File: config.mk
export PLATFORM = sky130hd
export DESIGN_NAME = keyword_token_lexer_flat
export DESIGN_NICKNAME = d
export VERILOG_FILES = /design/src/ktl_pkg.sv /design/src/ktl_if.sv /design/src/keyword_token_lexer.sv /design/src/flat_wrapper.sv
export SDC_FILE = /design/constraint.sdc
export NUM_CORES = 1
export LEC_CHECK = 0
export ABC_AREA = 1
export BUFFER_PORTS_ARGS = -buffer_cell sky130_fd_sc_hd__buf_2
export CAP_MARGIN = 20
export CORE_MARGIN = 4
export CORE_UTILIZATION = 35
export DETAILED_ROUTE_END_ITERATION = 8
export GPL_ROUTABILITY_DRIVEN = 0
export GPL_TIMING_DRIVEN = 0
export PLACE_DENSITY = 0.61
export SLEW_MARGIN = 0
export SYNTH_ARGS = -nofsm -noshare
export SYNTH_HDL_FRONTEND = slang
export SYNTH_SLANG_ARGS = --single-unit
File: constraint.sdc
create_clock -name clk -period 10.95 [get_ports clk]
set_input_delay 2.19 -clock clk [delete_from_list [all_inputs] [get_ports clk]]
set_output_delay 2.19 -clock clk [all_outputs]
set_load 0.1 [all_outputs]
File: src/ktl_pkg.sv
// ktl_pkg: shared widths, token kinds, lexer mode codes and byte classifiers
// for the keyword token lexer; used by the channel interfaces and the top level
// no dependencies
package ktl_pkg;

  // field widths
  localparam int CHAR_W = 8;
  localparam int KIND_W = 5;
  localparam int POS_W  = 16;
  localparam int LEN_W  = 7;
  localparam int MODE_W = 3;
  localparam int PREFIX_BYTES = 5;
  localparam int PREFIX_W = PREFIX_BYTES * CHAR_W;

  // longest lexeme before the length sticks
  localparam int MAX_LEXEME = 127;

  // result queue
  localparam int QUEUE_DEPTH = 4;
  localparam int QPTR_W = $clog2(QUEUE_DEPTH);
  localparam int QCNT_W = $clog2(QUEUE_DEPTH + 1);

  // lexer modes
  localparam logic [MODE_W-1:0] MODE_IDLE = 3'd0;
  localparam logic [MODE_W-1:0] MODE_WORD = 3'd1;
  localparam logic [MODE_W-1:0] MODE_NUM  = 3'd2;
  localparam logic [MODE_W-1:0] MODE_EQ   = 3'd3;
  localparam logic [MODE_W-1:0] MODE_BANG = 3'd4;
  localparam logic [MODE_W-1:0] MODE_LT   = 3'd5;
  localparam logic [MODE_W-1:0] MODE_GT   = 3'd6;

  // token kinds
  localparam logic [KIND_W-1:0] K_IF      = 5'd0;
  localparam logic [KIND_W-1:0] K_ELSE    = 5'd1;
  localparam logic [KIND_W-1:0] K_WHILE   = 5'd2;
  localparam logic [KIND_W-1:0] K_LBRACE  = 5'd3;
  localparam logic [KIND_W-1:0] K_RBRACE  = 5'd4;
  localparam logic [KIND_W-1:0] K_LPAREN  = 5'd5;
  localparam logic [KIND_W-1:0] K_RPAREN  = 5'd6;
  localparam logic [KIND_W-1:0] K_SEMI    = 5'd7;
  localparam logic [KIND_W-1:0] K_PLUS    = 5'd8;
  localparam logic [KIND_W-1:0] K_MINUS   = 5'd9;
  localparam logic [KIND_W-1:0] K_STAR    = 5'd10;
  localparam logic [KIND_W-1:0] K_SLASH   = 5'd11;
  localparam logic [KIND_W-1:0] K_EQ      = 5'd12;
  localparam logic [KIND_W-1:0] K_NEQ     = 5'd13;
  localparam logic [KIND_W-1:0] K_LT      = 5'd14;
  localparam logic [KIND_W-1:0] K_GT      = 5'd15;
  localparam logic [KIND_W-1:0] K_LEQ     = 5'd16;
  localparam logic [KIND_W-1:0] K_GEQ     = 5'd17;
  localparam logic [KIND_W-1:0] K_NUMBER  = 5'd18;
  localparam logic [KIND_W-1:0] K_IDENT   = 5'd19;
  localparam logic [KIND_W-1:0] K_LTD     = 5'd20;
  localparam logic [KIND_W-1:0] K_END     = 5'd21;
  localparam logic [KIND_W-1:0] K_INVALID = 5'd22;

  // special bytes
  localparam logic [CHAR_W-1:0] CH_NUL    = 8'h00;
  localparam logic [CHAR_W-1:0] CH_EQUAL  = 8'h3D;

  // keyword spellings, first byte in the low bits
  localparam logic [PREFIX_W-1:0] PACK_IF    = 40'h00_0000_6669;
  localparam logic [PREFIX_W-1:0] PACK_ELSE  = 40'h00_6573_6C65;
  localparam logic [PREFIX_W-1:0] PACK_WHILE = 40'h65_6C69_6877;
  localparam logic [PREFIX_W-1:0] PACK_LTD   = 40'h00_0044_544C;

  // one token on the result side
  typedef struct packed {
    logic [KIND_W-1:0] kind;
    logic [POS_W-1:0]  start;
    logic [LEN_W-1:0]  length;
    logic              sat;
    logic              last;
  } tok_t;

  function automatic logic is_alpha(input logic [CHAR_W-1:0] c);
    return (c >= 8'h61 && c <= 8'h7A) || (c >= 8'h41 && c <= 8'h5A);
  endfunction

  function automatic logic is_numeral(input logic [CHAR_W-1:0] c);
    return c >= 8'h30 && c <= 8'h39;
  endfunction

  function automatic logic is_space(input logic [CHAR_W-1:0] c);
    return c == 8'h20 || (c >= 8'h09 && c <= 8'h0D);
  endfunction

  // mode a byte opens from idle, MODE_IDLE when it opens none
  function automatic logic [MODE_W-1:0] open_mode(input logic [CHAR_W-1:0] c);
    logic [MODE_W-1:0] m;
    m = MODE_IDLE;
    if (is_alpha(c))        m = MODE_WORD;
    else if (is_numeral(c)) m = MODE_NUM;
    else if (c == 8'h3D)    m = MODE_EQ;
    else if (c == 8'h21)    m = MODE_BANG;
    else if (c == 8'h3C)    m = MODE_LT;
    else if (c == 8'h3E)    m = MODE_GT;
    return m;
  endfunction

  // kind of a single-byte token
  function automatic logic [KIND_W-1:0] single_kind(input logic [CHAR_W-1:0] c);
    logic [KIND_W-1:0] k;
    unique case (c)
      8'h7B:   k = K_LBRACE;
      8'h7D:   k = K_RBRACE;
      8'h28:   k = K_LPAREN;
      8'h29:   k = K_RPAREN;
      8'h3B:   k = K_SEMI;
      8'h2B:   k = K_PLUS;
      8'h2D:   k = K_MINUS;
      8'h2A:   k = K_STAR;
      8'h2F:   k = K_SLASH;
      default: k = K_INVALID;
    endcase
    return k;
  endfunction

endpackage

File: src/ktl_if.sv
// ktl channel interfaces: byte input channel and token result channel
// depends on ktl_pkg for field widths
interface ktl_in_if;
  logic                        valid;
  logic                        ready;
  logic [ktl_pkg::CHAR_W-1:0]  char_code;

  modport source (output valid, output char_code, input ready);
  modport sink   (input valid, input char_code, output ready);
endinterface

interface ktl_out_if;
  logic                        valid;
  logic                        ready;
  logic [ktl_pkg::KIND_W-1:0]  token_kind;
  logic [ktl_pkg::POS_W-1:0]   token_start;
  logic [ktl_pkg::LEN_W-1:0]   token_length;
  logic                        length_saturated;
  logic                        last_of_run;

  modport source (output valid, output token_kind, output token_start,
                  output token_length, output length_saturated,
                  output last_of_run, input ready);
  modport sink   (input valid, input token_kind, input token_start,
                  input token_length, input length_saturated,
                  input last_of_run, output ready);
endinterface

File: src/keyword_token_lexer.sv
// keyword_token_lexer: streaming tokenizer, one text byte per transaction in,
// zero to two tokens per byte out through a four-entry result queue
// depends on ktl_pkg and the channel interfaces in ktl_if.sv
//
//  channel  | dir | payload                                    | accepted when
//  ---------+-----+--------------------------------------------+------------------
//  in_chan  | in  | char_code                                  | valid && ready
//  out_chan | out | token_kind, token_start, token_length,     | valid && ready
//           |     | length_saturated, last_of_run              |
//
// one byte is taken per cycle while two queue slots are free; its tokens are written to the result queue at
// the clock edge that accepts it and can be taken the next cycle
// a byte that closes one token and emits another puts two tokens in the queue,
// so sustained rate is one byte per cycle as long as bytes give at most one token each
// in_chan.ready is low while fewer than two queue slots are free
// rst_n is synchronous and clears lexer state and the queue
module keyword_token_lexer (
  input  logic       clk,
  input  logic       rst_n,
  ktl_in_if.sink     in_chan,
  ktl_out_if.source  out_chan
);
  import ktl_pkg::*;

  // lexer state
  logic [MODE_W-1:0]   mode_r,   mode_nxt;
  logic [PREFIX_W-1:0] prefix_r, prefix_nxt;
  logic [LEN_W-1:0]    len_r,    len_nxt;
  logic [POS_W-1:0]    start_r,  start_nxt;
  logic [POS_W-1:0]    pos_r,    pos_nxt;
  logic                ovf_r,    ovf_nxt;

  // result queue
  tok_t                queue_r [QUEUE_DEPTH];
  logic [QPTR_W-1:0]   head_r, tail_r;
  logic [QCNT_W-1:0]   count_r;

  logic                in_acc, out_acc;
  logic [CHAR_W-1:0]   c;
  logic                grows, pair;
  logic [KIND_W-1:0]   word_kind, pair_kind;
  tok_t                flush_tok, tok_a, tok_b, wr0, wr1;
  logic                a_vld, b_vld;
  logic [1:0]          push_n;

  assign c       = in_chan.char_code;
  assign in_chan.ready = count_r <= QCNT_W'(QUEUE_DEPTH - 2);
  assign in_acc  = in_chan.valid && in_chan.ready;
  assign out_acc = out_chan.valid && out_chan.ready;

  // keyword match on the held prefix
  always_comb begin
    word_kind = K_IDENT;
    if (!ovf_r) begin
      priority if (len_r == LEN_W'(2) && prefix_r == PACK_IF)    word_kind = K_IF;
      else if (len_r == LEN_W'(4) && prefix_r == PACK_ELSE)      word_kind = K_ELSE;
      else if (len_r == LEN_W'(5) && prefix_r == PACK_WHILE)     word_kind = K_WHILE;
      else if (len_r == LEN_W'(3) && prefix_r == PACK_LTD)       word_kind = K_LTD;
      else                                                       word_kind = K_IDENT;
    end
  end

  // pending token as closed by a byte that cannot extend it
  always_comb begin
    flush_tok       = '0;
    flush_tok.start = start_r;
    flush_tok.length = LEN_W'(1);
    pair_kind       = K_GEQ;
    unique case (mode_r)
      MODE_WORD: begin
        flush_tok.kind   = word_kind;
        flush_tok.length = len_r;
        flush_tok.sat    = ovf_r;
      end
      MODE_NUM: begin
        flush_tok.kind   = K_NUMBER;
        flush_tok.length = len_r;
        flush_tok.sat    = ovf_r;
      end
      MODE_EQ: begin
        flush_tok.kind = K_INVALID;
        pair_kind      = K_EQ;
      end
      MODE_BANG: begin
        flush_tok.kind = K_INVALID;
        pair_kind      = K_NEQ;
      end
      MODE_LT: begin
        flush_tok.kind = K_LT;
        pair_kind      = K_LEQ;
      end
      MODE_GT: begin
        flush_tok.kind = K_GT;
        pair_kind      = K_GEQ;
      end
      default: flush_tok.kind = K_INVALID;
    endcase
  end

  assign grows = (mode_r == MODE_WORD && (is_alpha(c) || is_numeral(c))) ||
                 (mode_r == MODE_NUM && is_numeral(c));
  assign pair  = (mode_r == MODE_EQ || mode_r == MODE_BANG ||
                  mode_r == MODE_LT || mode_r == MODE_GT) && c == CH_EQUAL;

  // per-byte lexing step
  always_comb begin
    mode_nxt   = mode_r;
    prefix_nxt = prefix_r;
    len_nxt    = len_r;
    start_nxt  = start_r;
    pos_nxt    = pos_r;
    ovf_nxt    = ovf_r;
    a_vld      = 1'b0;
    b_vld      = 1'b0;
    tok_a      = flush_tok;
    tok_b      = '0;
    if (in_acc) begin
      pos_nxt = pos_r + 1'b1;
      if (c == CH_NUL) begin
        // end of text: flush, emit END, back to reset values
        a_vld       = mode_r != MODE_IDLE;
        b_vld       = 1'b1;
        tok_b.kind  = K_END;
        tok_b.start = pos_r;
        mode_nxt    = MODE_IDLE;
        prefix_nxt  = '0;
        len_nxt     = '0;
        start_nxt   = '0;
        pos_nxt     = '0;
        ovf_nxt     = 1'b0;
      end else if (grows) begin
        // grow the current word or number
        unique case (len_r)
          LEN_W'(1): prefix_nxt[15:8]  = c;
          LEN_W'(2): prefix_nxt[23:16] = c;
          LEN_W'(3): prefix_nxt[31:24] = c;
          LEN_W'(4): prefix_nxt[39:32] = c;
          default:   prefix_nxt = prefix_r;
        endcase
        if (len_r < LEN_W'(MAX_LEXEME)) len_nxt = len_r + 1'b1;
        else                            ovf_nxt = 1'b1;
      end else if (pair) begin
        // two-character relational operator
        b_vld        = 1'b1;
        tok_b.kind   = pair_kind;
        tok_b.start  = start_r;
        tok_b.length = LEN_W'(2);
        mode_nxt     = MODE_IDLE;
      end else begin
        // close any pending token, then lex the byte from idle
        a_vld    = mode_r != MODE_IDLE;
        mode_nxt = MODE_IDLE;
        if (open_mode(c) != MODE_IDLE) begin
          mode_nxt   = open_mode(c);
          prefix_nxt = {{(PREFIX_W-CHAR_W){1'b0}}, c};
          len_nxt    = LEN_W'(1);
          start_nxt  = pos_r;
          ovf_nxt    = 1'b0;
        end else if (!is_space(c)) begin
          b_vld        = 1'b1;
          tok_b.kind   = single_kind(c);
          tok_b.start  = pos_r;
          tok_b.length = LEN_W'(1);
        end
      end
    end
    tok_b.last = 1'b1;
    tok_a.last = !b_vld;
  end

  // compact the tokens onto the queue tail
  assign wr0    = a_vld ? tok_a : tok_b;
  assign wr1    = tok_b;
  assign push_n = {1'b0, a_vld} + {1'b0, b_vld};

  // state registers
  always_ff @(posedge clk) begin
    if (!rst_n) begin
      mode_r   <= MODE_IDLE;
      prefix_r <= '0;
      len_r    <= '0;
      start_r  <= '0;
      pos_r    <= '0;
      ovf_r    <= 1'b0;
    end else begin
      mode_r   <= mode_nxt;
      prefix_r <= prefix_nxt;
      len_r    <= len_nxt;
      start_r  <= start_nxt;
      pos_r    <= pos_nxt;
      ovf_r    <= ovf_nxt;
    end
  end

  // queue pointers
  always_ff @(posedge clk) begin
    if (!rst_n) begin
      head_r  <= '0;
      tail_r  <= '0;
      count_r <= '0;
    end else begin
      if (out_acc) head_r <= head_r + 1'b1;
      tail_r  <= tail_r + QPTR_W'(push_n);
      count_r <= count_r + QCNT_W'(push_n) - QCNT_W'(out_acc);
    end
  end

  // queue storage
  always_ff @(posedge clk) begin
    if (push_n != 2'd0) queue_r[tail_r] <= wr0;
    if (push_n == 2'd2) queue_r[QPTR_W'(tail_r + 1'b1)] <= wr1;
  end

  // result channel
  assign out_chan.valid            = count_r != '0;
  assign out_chan.token_kind       = queue_r[head_r].kind;
  assign out_chan.token_start      = queue_r[head_r].start;
  assign out_chan.token_length     = queue_r[head_r].length;
  assign out_chan.length_saturated = queue_r[head_r].sat;
  assign out_chan.last_of_run      = queue_r[head_r].last;

  // queue never overfills
  a_count_max: assert property (@(posedge clk) disable iff (!rst_n)
    count_r <= QCNT_W'(QUEUE_DEPTH))
    else $error("result queue over capacity");

  // a byte is only taken with room for two tokens
  a_room: assert property (@(posedge clk) disable iff (!rst_n)
    in_acc |-> count_r <= QCNT_W'(QUEUE_DEPTH - 2))
    else $error("byte accepted without queue room");

  // end of text returns the lexer to its reset state
  a_end_reset: assert property (@(posedge clk) disable iff (!rst_n)
    (in_acc && c == CH_NUL) |=> (mode_r == MODE_IDLE && pos_r == '0 && len_r == '0))
    else $error("lexer state not cleared after end of text");

  // overflow only once the length has stuck at its limit
  a_ovf_len: assert property (@(posedge clk) disable iff (!rst_n)
    ovf_r |-> len_r == LEN_W'(MAX_LEXEME))
    else $error("length overflow below limit");

  // every accepted byte that pushes a token leaves the output valid next cycle
  a_push_visible: assert property (@(posedge clk) disable iff (!rst_n)
    (in_acc && push_n != 2'd0) |=> out_chan.valid)
    else $error("pushed token not visible");

endmodule
File: src/flat_wrapper.sv
// flat-port wrapper written by rule: the top's interface ports become plain ports
module keyword_token_lexer_flat import ktl_pkg::*;
  (clk, rst_n, in_chan_valid, in_chan_char_code, in_chan_ready, out_chan_valid, out_chan_token_kind, out_chan_token_start, out_chan_token_length, out_chan_length_saturated, out_chan_last_of_run, out_chan_ready);
  ktl_in_if in_chan_i ();
  ktl_out_if out_chan_i ();
  input  logic clk;
  input  logic rst_n;
  input wire logic [$bits(in_chan_i.valid)-1:0] in_chan_valid;
  input wire logic [$bits(in_chan_i.char_code)-1:0] in_chan_char_code;
  output wire logic [$bits(in_chan_i.ready)-1:0] in_chan_ready;
  output wire logic [$bits(out_chan_i.valid)-1:0] out_chan_valid;
  output wire logic [$bits(out_chan_i.token_kind)-1:0] out_chan_token_kind;
  output wire logic [$bits(out_chan_i.token_start)-1:0] out_chan_token_start;
  output wire logic [$bits(out_chan_i.token_length)-1:0] out_chan_token_length;
  output wire logic [$bits(out_chan_i.length_saturated)-1:0] out_chan_length_saturated;
  output wire logic [$bits(out_chan_i.last_of_run)-1:0] out_chan_last_of_run;
  input wire logic [$bits(out_chan_i.ready)-1:0] out_chan_ready;
  assign in_chan_i.valid = in_chan_valid;
  assign in_chan_i.char_code = in_chan_char_code;
  assign in_chan_ready = in_chan_i.ready;
  assign out_chan_valid = out_chan_i.valid;
  assign out_chan_token_kind = out_chan_i.token_kind;
  assign out_chan_token_start = out_chan_i.token_start;
  assign out_chan_token_length = out_chan_i.token_length;
  assign out_chan_length_saturated = out_chan_i.length_saturated;
  assign out_chan_last_of_run = out_chan_i.last_of_run;
  assign out_chan_i.ready = out_chan_ready;
  keyword_token_lexer u_core (.clk(clk), .rst_n(rst_n), .in_chan(in_chan_i), .out_chan(out_chan_i));
endmodule
==> flow_summary_export.csv <==
group,metric,value,unit
sta,final.setup_skew,0.0245,ns
synthesis,synth_seq_area_share,44.0,%
cells_and_area,final_common_cell,"nand2_1",
cells_and_area,drive_above_1_share,13.4,%
clock_network,cts-hold-fix-buffers,0,
run_status,result_of_the_run,"completed",
critical_path,crit_type,"primary input to register",
global_routing,first_global_vias,9953,
power,sw_power,1280,uW
critical_path,crit-reg2reg-capture,"u_core.queue_r[0][1]$_SDFFE_PP0P_",
critical_path,setup.worst_path.start_class,"primary input",
sta,final.min_clock_period,6.00,ns
synthesis,syn_nets,1593,
global_routing,grt_first_pass_wirelength,54.4,mm
critical_path,required,11.38,ns
global_routing,largest_net_degree_at_the_start_of_global_routing,15,
global_routing,grt_util_all_layers,18.5,%
flow_run,max_cap_viol_count,0,
critical_path,endpoint_kind,"register",
sta,timing_worst_slew_pin_value,1.05,ns
routing,drt-pass1-iter-count,5,
power,clockPowerShare,28.8,%
routing,drcViolationCount,0,
sta,fmax,167,MHz
floorplan,dieWidth,191,um
power,ir_drop,0.000150,V
min_path,whs_endpoint,"u_core.prefix_r[15]$_SDFFE_PN0P_",
sta,final-max-slew-violation-count,0,
placement,placed_area,12600,um2
global_routing,grt_antenna_before_repair,0,
cells_and_area,area_growth_syn_to_layout,14.5,%
global_routing,grt_overflow,0,
synthesis,syn_avg_cell_area,7.48,um2
routing,postRouteAntennaNets,0,
routing,num_vias,10600,
routing,wl,34.2,mm
clock_network,cts.path.max_buffers,3,
clock_network,clkTransAtPathRegs,0.06,ns
power,power.density,217,nW/um2
critical_path,critical_path_peak_fanout,13,
min_path,worst_hold_startpoint,"u_core.prefix_r[15]$_SDFFE_PN0P_",
synthesis,synth.distinct_cells,45,
floorplan,die-area,36500,um2
min_path,timing.hold.worst_path_depth,2,
power,seq_power_share,33.3,%
power,p_leak,0.00544,uW
power,power_switching_share,43.8,%
placement,detailedPlacementHpwl,25.4,mm
synthesis,mappedNetlistArea,11700,um2
critical_path,r2r_setup_slack,6.43,ns
clock_network,cts_setup_buffers,0,
cells_and_area,antenna_cells_inserted,0,
power,internal-power,1640,uW
sta,hold_violation_total_from_the_final_report,0,
synthesis,synth.ff_latch_count,212,
routing,route.detailed.wl_per_inst,16.3,um
clock_network,post_cts_resized,0,
critical_path,critical_path.reg2reg.startpoint,"u_core.mode_r[2]$_SDFFE_PN0P_",
clock_network,clk-insertion-delay-late,0.55,ns
min_path,holdCritPathClass,"register to register",
critical_path,critPathArrivalTime,6.43,ns
floorplan,ios,44,
critical_path,r2r.worst_path.cells,16,
floorplan,std_cell_rows,66,
clock_network,cts_buffers,25,
clock_network,tritoncts,"built",
power,power_share_of_the_combinational_group,37.9,%
clock_network,clkSinkCount,212,
floorplan,overall_die_height,191,um
floorplan,core-area,32800,um2
cells_and_area,final_cell_mix,"475 x nand2_1, 196 x nor2_1, 120 x dfxtp_1",
sta,slew_headroom,29.7,%
cells_and_area,post_layout_inst_area,13400,um2
floorplan,floorplan.initialDensity,35.8,%
sta,setup_tns,0,ns
routing,drt_first_iter_violations,1085,
sta,grt_setup_unrepaired,"false",
sta,finalCritPeriodShare,54.8,%
cells_and_area,final_net_count,1666,
synthesis,netlist_instances,1568,
clock_network,cts_root_buffer,"clkbuf_16",
sta,setup-violations-final,0,
placement,portBuffers,42,
synthesis,synth_warnings,0,
routing,detail_route.vias_per_cell,5.04,
clock_network,htree_num_levels,1,
cells_and_area,filler_cell_count,3399,
[cells by family (layout without fill, tap and decap cells)]
logic type | Yosys count | count (layout) | synth area share, %
compound gates | 276 | 276 | 12.8
xor+xnor | 5 | 5 | 0.373
fa+ha+maj | 13 | 13 | 1.45
buf+inv | 178 | 270 | 7.01
flops | 212 | 212 | 44.0
simple gates | 884 | 884 | 34.4
[sequential cells by signal (all words and copies together), names as in the netlist, named ones only]
signal	flops
u_core.count_r	3
u_core.head_r	2
u_core.len_r	7
u_core.mode_r	3
u_core.ovf_r	1
u_core.pos_r	16
u_core.prefix_r	40
u_core.queue_r	120
u_core.start_r	16
u_core.tail_r	2
[Yosys cell counts, drive strengths merged]
cell	instances	share of area, %
edfxtp	92	24
nor3	29	1.3
nand4	12	0.77
inv	107	3.4
clkbuf	37	1.2
ha	12	1.3
nor3b	2	0.13
nor2	210	7.9
xnor2	2	0.15
nor4	2	0.16
nand3	104	5.4
or2	3	0.16
a21boi	1	0.064
nand2	521	19
nand3b	1	0.064
a21oi	85	4.0
xor2	3	0.22
o21a	1	0.064
o22ai	31	1.7
dfxtp	120	20
fa	1	0.17
a2bb2oi	1	0.075
buf	34	2.4
o21ai	155	6.7
a211oi	2	0.13
[through the flow]
stage                     total power, uW  util (%)  setup slack (ns)  cells  hold WS, ns
after global placement               2060      38.1              3.97   2052        0.436
after CTS                            2930      41.0              4.90   2102        0.447
after floorplan                      1820         -              5.59   1568        0.422
after detailed placement             2090      38.4              4.38   2056        0.437
final                                2910      41.0              4.95   2102        0.444
after global routing                 3040      41.0              4.59   2102        0.475
[area by class of cell]
type / count / area [um2] / share of cell area [%]
Timing Repair Buffer: 46 / 308 / 2.29
Buffer: 71 / 420 / 3.13
Inverter: 107 / 402 / 2.99
Tap cell: 442 / 553 / 4.12
Clock buffer: 36 / 738 / 5.50
Clock inverter: 10 / 100 / 0.745
Sequential cell: 212 / 5160 / 38.5
Multi-Input combinational cell: 1178 / 5740 / 42.8
[per-layer routing]
metal / wire (um) / track usage, % / part of all wire, %
met1: 15700 / 26.0 / 46
met2: 15400 / 29.9 / 45
met3: 2330 / 2.56 / 6.8
met4: 743 / 4.86 / 2.2
met5: 0 / 0 / 0
[critical path, cell delays in order]
cell,delay [ns]
buf_2,0.10
inv_1,0.06
nand2_1,0.12
nor2_4,0.16
nand2_2,0.11
nor2_4,0.15
nand2_2,0.11
nand2_4,0.17
inv_2,0.08
buf_6,0.17
a21oi_1,0.31
inv_1,0.08
ha_1,0.25
nor3_1,0.81
inv_1,0.40
nand2_1,0.65
inv_1,0.30
nand2_1,0.12
o21ai_1,0.06
[power by group through the flow]
stage          combinational (uW)  clock (uW)  sequential [uW]
6_report                     1100         840              969
5_1_grt                      1170         890              979
4_1_cts                      1110         855              969
3_5_place_dp                 1100           0              985
3_3_place_gp                 1070           0              986
2_1_floorplan                 848           0              975
[worst max-delay path by stage]
stage | from | endpoint | slack, ns
3_3_place_gp | in_chan_char_code[7] | u_core.queue_r[0][1]$_SDFFE_PP0P_ | 3.97
5_1_grt | in_chan_char_code[7] | u_core.queue_r[0][5]$_SDFFE_PP0P_ | 4.59
6_report | in_chan_char_code[7] | u_core.queue_r[0][1]$_SDFFE_PP0P_ | 4.95
3_5_place_dp | in_chan_char_code[7] | u_core.queue_r[0][6]$_SDFFE_PP0P_ | 4.38
2_1_floorplan | in_chan_char_code[7] | u_core.queue_r[3][1]$_SDFFE_PP0P_ | 5.59
4_1_cts | in_chan_char_code[7] | u_core.queue_r[0][6]$_SDFFE_PP0P_ | 4.90
No activity file was read; power rests on OpenSTA's default activity.
